--- config.mk ---
export PLATFORM = sky130hd
export DESIGN_NAME = spi_command_output_controller_top
export DESIGN_NICKNAME = d
export VERILOG_FILES = /design/src/rtl/scoc_pkg.sv /design/src/rtl/scoc_core.sv /design/src/rtl/spi_command_output_controller_top.sv
export SDC_FILE = /design/constraint.sdc
export NUM_CORES = 1
export LEC_CHECK = 0
export ABC_AREA = 1
export BUFFER_PORTS_ARGS = -buffer_cell sky130_fd_sc_hd__buf_2
export CAP_MARGIN = 5
export CORE_MARGIN = 4
export CORE_UTILIZATION = 35
export CTS_BUF_LIST = sky130_fd_sc_hd__clkbuf_2 sky130_fd_sc_hd__clkbuf_4 sky130_fd_sc_hd__clkbuf_8
export CTS_CLUSTER_SIZE = 24
export DETAILED_ROUTE_END_ITERATION = 6
export PLACE_DENSITY_LB_ADDON = 0.05
export SLEW_MARGIN = 0
export SYNTH_ARGS = -nofsm -noshare
export SYNTH_HDL_FRONTEND = slang
export SYNTH_SLANG_ARGS = --single-unit
--- constraint.sdc ---
create_clock -name i_clk -period 2.95 [get_ports i_clk]
set_clock_uncertainty 0.1 [all_clocks]
set_input_delay 0.1475 -clock i_clk [delete_from_list [all_inputs] [get_ports i_clk]]
set_output_delay 0.1475 -clock i_clk [all_outputs]
set_load 0.005 [all_outputs]
--- src/rtl/scoc_pkg.sv ---
package scoc_pkg;

    localparam logic [11:0] INITIAL_SETPOINT = 12'd25;
    localparam logic [7:0]  DUMMY_BYTE_RST   = 8'd0;
    localparam logic [7:0]  TICKS_RST        = 8'd10;

    localparam logic [2:0] DEVICE_BIT = 3'd4;
    localparam logic [2:0] AC_BIT     = 3'd5;

    localparam logic OP_SPI  = 1'b0;
    localparam logic OP_TICK = 1'b1;

    localparam logic CFG_DUMMY_BYTE = 1'b0;
    localparam logic CFG_TICKS      = 1'b1;

    localparam logic [7:0] CH_M = 8'h4D;
    localparam logic [7:0] CH_T = 8'h54;
    localparam logic [7:0] CH_A = 8'h41;
    localparam logic [7:0] CH_S = 8'h53;
    localparam logic [7:0] CH_C = 8'h43;
    localparam logic [7:0] CH_R = 8'h52;
    localparam logic [7:0] CH_W = 8'h57;
    localparam logic [7:0] CH_1 = 8'h31;
    localparam logic [7:0] CH_2 = 8'h32;
    localparam logic [7:0] CH_4 = 8'h34;

    typedef enum logic [2:0] {
        PH_IDLE,
        PH_ROOM,
        PH_SIGNAL,
        PH_ORDER,
        PH_ASUB,
        PH_TENS,
        PH_UNITS,
        PH_STATUS
    } t_phase;

    typedef struct packed {
        logic       op;
        logic [7:0] rx_byte;
        logic [9:0] adc_sample;
    } t_in_req;

    typedef struct packed {
        logic [7:0]  tx_byte;
        logic [5:0]  output_bits;
        logic [11:0] setpoint_value;
        logic        cooling_enabled;
    } t_out_req;

    typedef struct packed {
        logic       we;
        logic       idx;
        logic [7:0] wdata;
    } t_cfg_wr;

    typedef struct packed {
        t_phase      phase;
        logic [5:0]  latch;
        logic        tick_enable;
        logic [11:0] setpoint;
    } t_core_stat;

endpackage

--- src/rtl/scoc_core.sv ---
module scoc_core (
    input  logic                  i_clk,
    input  logic                  i_rst_n,
    input  logic                  i_fire,
    input  scoc_pkg::t_in_req     i_req,
    input  scoc_pkg::t_cfg_wr     i_cfg,
    output scoc_pkg::t_out_req    o_res,
    output scoc_pkg::t_core_stat  o_stat
);

    logic [7:0]       r_dummy;
    logic [7:0]       r_tps;
    scoc_pkg::t_phase r_phase;
    logic [2:0]       r_target;
    logic             r_pending;
    logic [5:0]       r_latch;
    logic             r_en;
    logic [7:0]       r_cnt;
    logic [11:0]      r_setp;

    scoc_pkg::t_phase n_phase;
    logic [2:0]       n_target;
    logic             n_pending;
    logic [5:0]       n_latch;
    logic             n_en;
    logic [7:0]       n_cnt;
    logic [11:0]      n_setp;
    logic [7:0]       w_tx;

    logic [7:0]  w_b;
    logic [11:0] w_b12;
    logic [7:0]  w_latch_ext;
    logic [5:0]  w_mask;
    logic [7:0]  w_cnt_inc;
    logic [11:0] w_temp;

    assign w_b         = i_req.rx_byte;
    assign w_b12       = {4'b0, w_b};
    assign w_latch_ext = {2'b0, r_latch};
    assign w_mask      = 6'b1 << r_target;
    assign w_cnt_inc   = r_cnt + 8'd1;
    assign w_temp      = {4'b0, i_req.adc_sample[9:2]};

    always_ff @(posedge i_clk) begin
        if (!i_rst_n) begin
            r_dummy <= scoc_pkg::DUMMY_BYTE_RST;
            r_tps   <= scoc_pkg::TICKS_RST;
        end else if (i_cfg.we) begin
            unique case (i_cfg.idx)
                scoc_pkg::CFG_DUMMY_BYTE: r_dummy <= i_cfg.wdata;
                scoc_pkg::CFG_TICKS:      r_tps   <= i_cfg.wdata;
                default: ;
            endcase
        end
    end

    // next parser phase
    always_comb begin
        n_phase = r_phase;
        if (i_req.op == scoc_pkg::OP_SPI) begin
            n_phase = scoc_pkg::PH_IDLE;
            unique case (r_phase)
                scoc_pkg::PH_IDLE: begin
                    if (w_b == scoc_pkg::CH_M)      n_phase = scoc_pkg::PH_ROOM;
                    else if (w_b == scoc_pkg::CH_T) n_phase = scoc_pkg::PH_SIGNAL;
                    else if (w_b == scoc_pkg::CH_A) n_phase = scoc_pkg::PH_ASUB;
                end
                scoc_pkg::PH_ROOM: begin
                    if (w_b >= scoc_pkg::CH_1 && w_b <= scoc_pkg::CH_4)
                        n_phase = scoc_pkg::PH_SIGNAL;
                end
                scoc_pkg::PH_SIGNAL: begin
                    if (w_b == scoc_pkg::CH_R)      n_phase = scoc_pkg::PH_STATUS;
                    else if (w_b == scoc_pkg::CH_W) n_phase = scoc_pkg::PH_ORDER;
                end
                scoc_pkg::PH_ASUB: begin
                    if (w_b == scoc_pkg::CH_S)      n_phase = scoc_pkg::PH_TENS;
                    else if (w_b == scoc_pkg::CH_C) n_phase = scoc_pkg::PH_SIGNAL;
                end
                scoc_pkg::PH_TENS:   n_phase = scoc_pkg::PH_UNITS;
                scoc_pkg::PH_ORDER,
                scoc_pkg::PH_UNITS,
                scoc_pkg::PH_STATUS: n_phase = scoc_pkg::PH_IDLE;
                default:             n_phase = scoc_pkg::PH_IDLE;
            endcase
        end
    end

    // data updates and reply byte
    always_comb begin
        n_target  = r_target;
        n_pending = r_pending;
        n_latch   = r_latch;
        n_en      = r_en;
        n_cnt     = r_cnt;
        n_setp    = r_setp;
        w_tx      = r_dummy;
        if (i_req.op == scoc_pkg::OP_TICK) begin
            w_tx = 8'd0;
            if (r_en) begin
                if (w_cnt_inc == r_tps) begin
                    n_cnt = 8'd0;
                    if (w_temp > r_setp)      n_latch[scoc_pkg::AC_BIT] = 1'b1;
                    else if (w_temp < r_setp) n_latch[scoc_pkg::AC_BIT] = 1'b0;
                end else begin
                    n_cnt = w_cnt_inc;
                end
            end
        end else begin
            unique case (r_phase)
                scoc_pkg::PH_IDLE: begin
                    if (w_b == scoc_pkg::CH_T) n_target = scoc_pkg::DEVICE_BIT;
                end
                scoc_pkg::PH_ROOM: begin
                    if (w_b >= scoc_pkg::CH_1 && w_b <= scoc_pkg::CH_4)
                        n_target = w_b[2:0] - scoc_pkg::CH_1[2:0];
                end
                scoc_pkg::PH_SIGNAL: begin
                    if (w_b == scoc_pkg::CH_R) n_pending = w_latch_ext[r_target];
                end
                scoc_pkg::PH_ORDER: begin
                    if (r_target == scoc_pkg::AC_BIT) begin
                        if (w_b == scoc_pkg::CH_1) begin
                            n_en = 1'b1;
                        end else if (w_b == scoc_pkg::CH_2) begin
                            n_en    = 1'b0;
                            n_latch = r_latch & ~w_mask;
                        end
                    end else if (r_target < scoc_pkg::AC_BIT) begin
                        if (w_b == scoc_pkg::CH_1)      n_latch = r_latch | w_mask;
                        else if (w_b == scoc_pkg::CH_2) n_latch = r_latch & ~w_mask;
                    end
                end
                scoc_pkg::PH_ASUB: begin
                    if (w_b == scoc_pkg::CH_C) n_target = scoc_pkg::AC_BIT;
                end
                scoc_pkg::PH_TENS:   n_setp = (w_b12 << 3) + (w_b12 << 1);
                scoc_pkg::PH_UNITS:  n_setp = r_setp + w_b12;
                scoc_pkg::PH_STATUS: w_tx   = {7'b0, r_pending};
                default: ;
            endcase
        end
    end

    always_ff @(posedge i_clk) begin
        if (!i_rst_n) begin
            r_phase   <= scoc_pkg::PH_IDLE;
            r_target  <= 3'd0;
            r_pending <= 1'b0;
            r_latch   <= 6'd0;
            r_en      <= 1'b0;
            r_cnt     <= 8'd0;
            r_setp    <= scoc_pkg::INITIAL_SETPOINT;
        end else if (i_fire) begin
            r_phase   <= n_phase;
            r_target  <= n_target;
            r_pending <= n_pending;
            r_latch   <= n_latch;
            r_en      <= n_en;
            r_cnt     <= n_cnt;
            r_setp    <= n_setp;
        end
    end

    assign o_res.tx_byte         = w_tx;
    assign o_res.output_bits     = n_latch;
    assign o_res.setpoint_value  = n_setp;
    assign o_res.cooling_enabled = n_en;

    assign o_stat.phase       = r_phase;
    assign o_stat.latch       = r_latch;
    assign o_stat.tick_enable = r_en;
    assign o_stat.setpoint    = r_setp;

endmodule

--- src/rtl/spi_command_output_controller_top.sv ---
// SPI command parser and output controller.
// Request channel (i_in_valid / o_in_ready, i_in_req): one SPI byte exchange
// (op 0, rx_byte) or one timer tick (op 1, adc_sample). Every request gives
// exactly one result on the result channel (o_out_valid / i_out_ready,
// o_out_res): the byte to shift out, the six output bits, the setpoint and
// the cooling enable after that request.
// An accepted request moves from the input register through the core into
// the result register once that is free; o_out_valid is then high.
// Throughput: one request per cycle unless the receiver stalls; the input
// register, parser/state update and result register form a two-deep pipeline.
// When the receiver stalls, the result register holds and the input
// register takes one more request, then o_in_ready drops until the result
// is taken. Parser state advances only when a request moves into the result
// register.
// Config port (i_cfg_we, i_cfg_idx, i_cfg_wdata): index 0 dummy byte,
// index 1 ticks per sample; write only while no request is in flight.
// Reset (i_rst_n low, synchronous): both pipeline stages empty, parser idle,
// all outputs off, ticks disabled, counter 0, setpoint 25, dummy byte 0,
// ticks per sample 10.
module spi_command_output_controller_top (
    input  logic               i_clk,
    input  logic               i_rst_n,
    input  logic               i_in_valid,
    output logic               o_in_ready,
    input  scoc_pkg::t_in_req  i_in_req,
    output logic               o_out_valid,
    input  logic               i_out_ready,
    output scoc_pkg::t_out_req o_out_res,
    input  logic               i_cfg_we,
    input  logic               i_cfg_idx,
    input  logic [7:0]         i_cfg_wdata
);

    logic                 r_in_valid;
    scoc_pkg::t_in_req    r_in;
    logic                 r_out_valid;
    scoc_pkg::t_out_req   r_out;

    logic                 w_out_free;
    logic                 w_fire;
    scoc_pkg::t_cfg_wr    w_cfg;
    scoc_pkg::t_out_req   w_res;
    scoc_pkg::t_core_stat w_stat;

    assign w_out_free = !r_out_valid || i_out_ready;
    assign w_fire     = r_in_valid && w_out_free;
    assign o_in_ready = !r_in_valid || w_out_free;

    assign w_cfg.we    = i_cfg_we;
    assign w_cfg.idx   = i_cfg_idx;
    assign w_cfg.wdata = i_cfg_wdata;

    always_ff @(posedge i_clk) begin
        if (!i_rst_n) begin
            r_in_valid <= 1'b0;
        end else if (o_in_ready) begin
            r_in_valid <= i_in_valid;
        end
    end

    always_ff @(posedge i_clk) begin
        if (i_in_valid && o_in_ready) begin
            r_in <= i_in_req;
        end
    end

    scoc_core u_core (
        .i_clk   (i_clk),
        .i_rst_n (i_rst_n),
        .i_fire  (w_fire),
        .i_req   (r_in),
        .i_cfg   (w_cfg),
        .o_res   (w_res),
        .o_stat  (w_stat)
    );

    always_ff @(posedge i_clk) begin
        if (!i_rst_n) begin
            r_out_valid <= 1'b0;
        end else if (w_out_free) begin
            r_out_valid <= w_fire;
        end
    end

    always_ff @(posedge i_clk) begin
        if (w_fire) begin
            r_out <= w_res;
        end
    end

    assign o_out_valid = r_out_valid;
    assign o_out_res   = r_out;

    a_state_holds_idle: assert property (@(posedge i_clk) disable iff (!i_rst_n)
        !w_fire |=> $stable(w_stat))
        else $error("core state changed without a request");

    a_tick_keeps_phase: assert property (@(posedge i_clk) disable iff (!i_rst_n)
        (w_fire && r_in.op == scoc_pkg::OP_TICK) |=> $stable(w_stat.phase))
        else $error("timer tick disturbed the parser");

    a_blocked_req_kept: assert property (@(posedge i_clk) disable iff (!i_rst_n)
        (r_in_valid && !w_out_free) |=> r_in_valid)
        else $error("blocked request dropped");

    a_fire_gives_result: assert property (@(posedge i_clk) disable iff (!i_rst_n)
        w_fire |=> (r_out_valid && r_out.output_bits == w_stat.latch
                    && r_out.setpoint_value == w_stat.setpoint))
        else $error("result does not match updated state");

endmodule

==> impl_metrics.csv <==
group,metric,value,unit
placed_design,io_buffers,59,
timing,fin_crit,2.58,ns
cells_and_area,mostFrequentLayoutCells,"nand2_1 (128), inv_1 (107), a21oi_1 (60)",
logic_synthesis,yosysWarnings,0,
global_routing,grt.overflow.total,0,
timing,rsz0062_at_grt,"false",
logic_synthesis,netlist_area,5310,sq um
timing,setup_violations,0,
logic_synthesis,synth_edf_count,44,
setup_path,worstPathCellList,"ha_1 -> inv_1 -> fa_1 -> nand3b_1 -> nand2_1 -> nand2_1 -> nand2_1 -> a21oi_1 -> or2_2 -> nand3_1 -> nand2_1 -> inv_1 -> nand2_1",
floorplan,initial_utilization,36.1,%
route,drt_first_pass_iters,5,
route,first_iter_violations,249,
clock_tree,clock_path_buffers,2,
timing,finalHoldViolations,0,
clock_tree,cts_sinks,96,
timing,post-route-period-util,87.4,%
route,wl_per_cell,14.9,um
route,drc,0,
global_routing,antenna_found_initial,0,
logic_synthesis,ys_seq_elements,96,
logic_synthesis,syn_inst,671,
placed_design,globalplace.congestion,0.897,
cells_and_area,area_growth,18.5,%
setup_path,crit_arrival,2.63,ns
cells_and_area,layout-drive-gt1-share,13.8,%
logic_synthesis,synth_nets,734,
route,ant_nets,0,
min_path,hold_class,"input port to register",
job,maxCapViolations,0,
timing,final.setup.tns,0,ns
logic_synthesis,async_flop_share,0,%
setup_path,cp-end-kind,"register",
cells_and_area,num_antenna_cells,0,
floorplan,io_pins,62,
timing,relSlewSlack,50.0,%
timing,max_freq,388,MHz
clock_tree,cts_resized,0,
floorplan,die_y,131,um
setup_path,cpMaxStageDelayCell,"edfxtp_1",
route,route.vias.total,4740,
cells_and_area,layout_commonest_cell,"nand2_1",
timing,fin_ws,0.371,ns
placed_design,post-place-ws,0.350,ns
logic_synthesis,synth_top_area_share,24.9,%
route,wirelength,14.2,mm
setup_path,critical_path.max_stage_delay,0.52,ns
logic_synthesis,ys_types,44,
setup_path,critical_path_buf_inv_count,2,
setup_path,cpLargestDelayFamily,"simple AND/OR/NAND/NOR gates",
setup_path,critPathLaunchType,"register",
global_routing,grt_max_degree,23,
logic_synthesis,synthTopCellsByArea,"edfxtp_1 (25%), dfxtp_1 (20%), nand2_1 (9.0%)",
setup_path,path_class,"register to register",
floorplan,coreArea,14700,sq um
route,viasPerCell,4.98,
global_routing,grt_pass1_vias,4691,
setup_path,crit_fanout,7,
logic_synthesis,synth.avg_cell_area,7.92,sq um
power_and_ir_drop,p_per_area,444,nW/um^2
setup_path,cp.required,3.00,ns
logic_synthesis,synth_area_leader_cell,"edfxtp_1",
logic_synthesis,ys.flop_type,"dfxtp_1",
floorplan,dieWidth,131,um
power_and_ir_drop,p_leak,2.77,nW
timing,holdWs,0.0497,ns
floorplan,dieArea,17200,sq um
clock_tree,cts_made_buffers,9,
global_routing,grt_pass1_wl,23.5,mm
floorplan,core.rowCount,44,
power_and_ir_drop,vdd_drop_max,0.000303,V
setup_path,critPathMostFrequentCell,"nand2_1",
clock_tree,htree_levels,3,
global_routing,grt.total_usage,16.9,%
timing,drv_slew,0,
clock_tree,root_buffer,"clkbuf_8",
clock_tree,clk_latency,0.39,ns
clock_tree,clk_pin_slew_worst_paths,0.11,ns
clock_tree,cts_tree,"built",
cells_and_area,num-nets-final,826,
run_status,outcome,"completed",
placed_design,dp_hpwl,10.5,mm
logic_synthesis,ys_seq_area_share,44.5,%
timing,worst_slew_pin_slew,0.749,ns
## worst paths after layout
| check | from | endpoint | slack (ns) | cells after the start |
|---|---|---|---|---|
| worst max register to register | r_in[10] | o_out_res[10] | 0.37 | 13 |
| worst min-delay path | i_rst_n | u_core.r_tps[1] | 0.05 | 2 |
| worst max-delay path | r_in[10] | o_out_res[10] | 0.37 | 13 |
| worst min register to register | u_core.r_dummy[4] | u_core.r_dummy[4] | 0.36 | 2 |
## flip-flops by register name (all words and copies together), names as in the netlist
register / cells
o_out_res: 27
r_in: 17
u_core.r_setp: 12
u_core.r_cnt: 8
u_core.r_dummy: 8
u_core.r_tps: 8
u_core.r_latch: 6
u_core.r_phase: 3
u_core.r_target: 3
o_out_valid: 1
r_in_valid: 1
u_core.r_en: 1
u_core.r_pending: 1
## synth_stat cells (6+ instances only)
| cell type | number |
|---|---|
| nand2_1 | 128 |
| inv_1 | 107 |
| a21oi_1 | 60 |
| nor2_1 | 54 |
| dfxtp_1 | 52 |
| nand3_1 | 48 |
| o21ai_0 | 48 |
| edfxtp_1 | 44 |
| ha_1 | 28 |
| nand4_1 | 11 |
| o21ai_1 | 11 |
| clkbuf_1 | 10 |
| nor3_1 | 7 |
| inv_2 | 6 |
| o211ai_1 | 6 |
## power breakdown
part           total (mW)  internal (mW)  switching, mW  leakage, nW
logic               0.428          0.173          0.255         1.83
clock network       0.850          0.323          0.527       0.0902
registers            1.52           1.47         0.0501        0.849
## logic make-up (layout without fill, tap and decap cells)
| kind of cell | count (synthesis) | after routing | synth area share (%) |
|---|---|---|---|
| buf+inv | 125 | 222 | 8.98 |
| fa+ha+maj | 30 | 30 | 7.35 |
| xor+xnor | 4 | 4 | 0.660 |
| compound gates | 148 | 148 | 15.8 |
| flops | 96 | 96 | 44.5 |
| simple gates | 268 | 268 | 22.8 |
## worst register-to-register path, stage by stage, from the launching register on
cell and delay (ns):
edfxtp_1 0.52, ha_1 0.25, inv_1 0.06, fa_1 0.39, nand3b_1 0.19, nand2_1 0.08, nand2_1 0.06, nand2_1 0.06
a21oi_1 0.09, or2_2 0.30, nand3_1 0.07, nand2_1 0.05, inv_1 0.07, nand2_1 0.05
## per-stage QoR
step / instances / power [mW] / utilization, % / area, sq um
2_1_floorplan: 671 / 1.80 / - / 5310
3_3_place_gp: 908 / 1.94 / 39.7 / 5830
3_5_place_dp: 908 / 1.95 / 39.7 / 5830
4_1_cts: 952 / 2.84 / 42.8 / 6290
5_1_grt: 952 / 2.97 / 42.8 / 6290
6_report: 952 / 2.79 / 42.8 / 6290
## routing by layer
metal  global-route usage (%)  wire (um)
met1                     20.2       6240
met2                     30.1       7130
met3                     4.09        509
met4                     5.08        294
met5                        0          0
## what timing repair did
item,4_1_cts,5_1_grt
hold endpoints to repair,32,0
buffers inserted,0,0
hold buffers,28,0
## area by class of cell
type | instances | area, sq um
Sequential cell | 96 | 2360
Multi-Input combinational cell | 450 | 2470
Inverter | 113 | 424
Timing Repair Buffer | 93 | 621
Clock buffer | 9 | 124
Fill cell | 1513 | 8400
Tap cell | 184 | 230
Clock inverter | 7 | 61.3
Power figures use the tool's default switching activity.
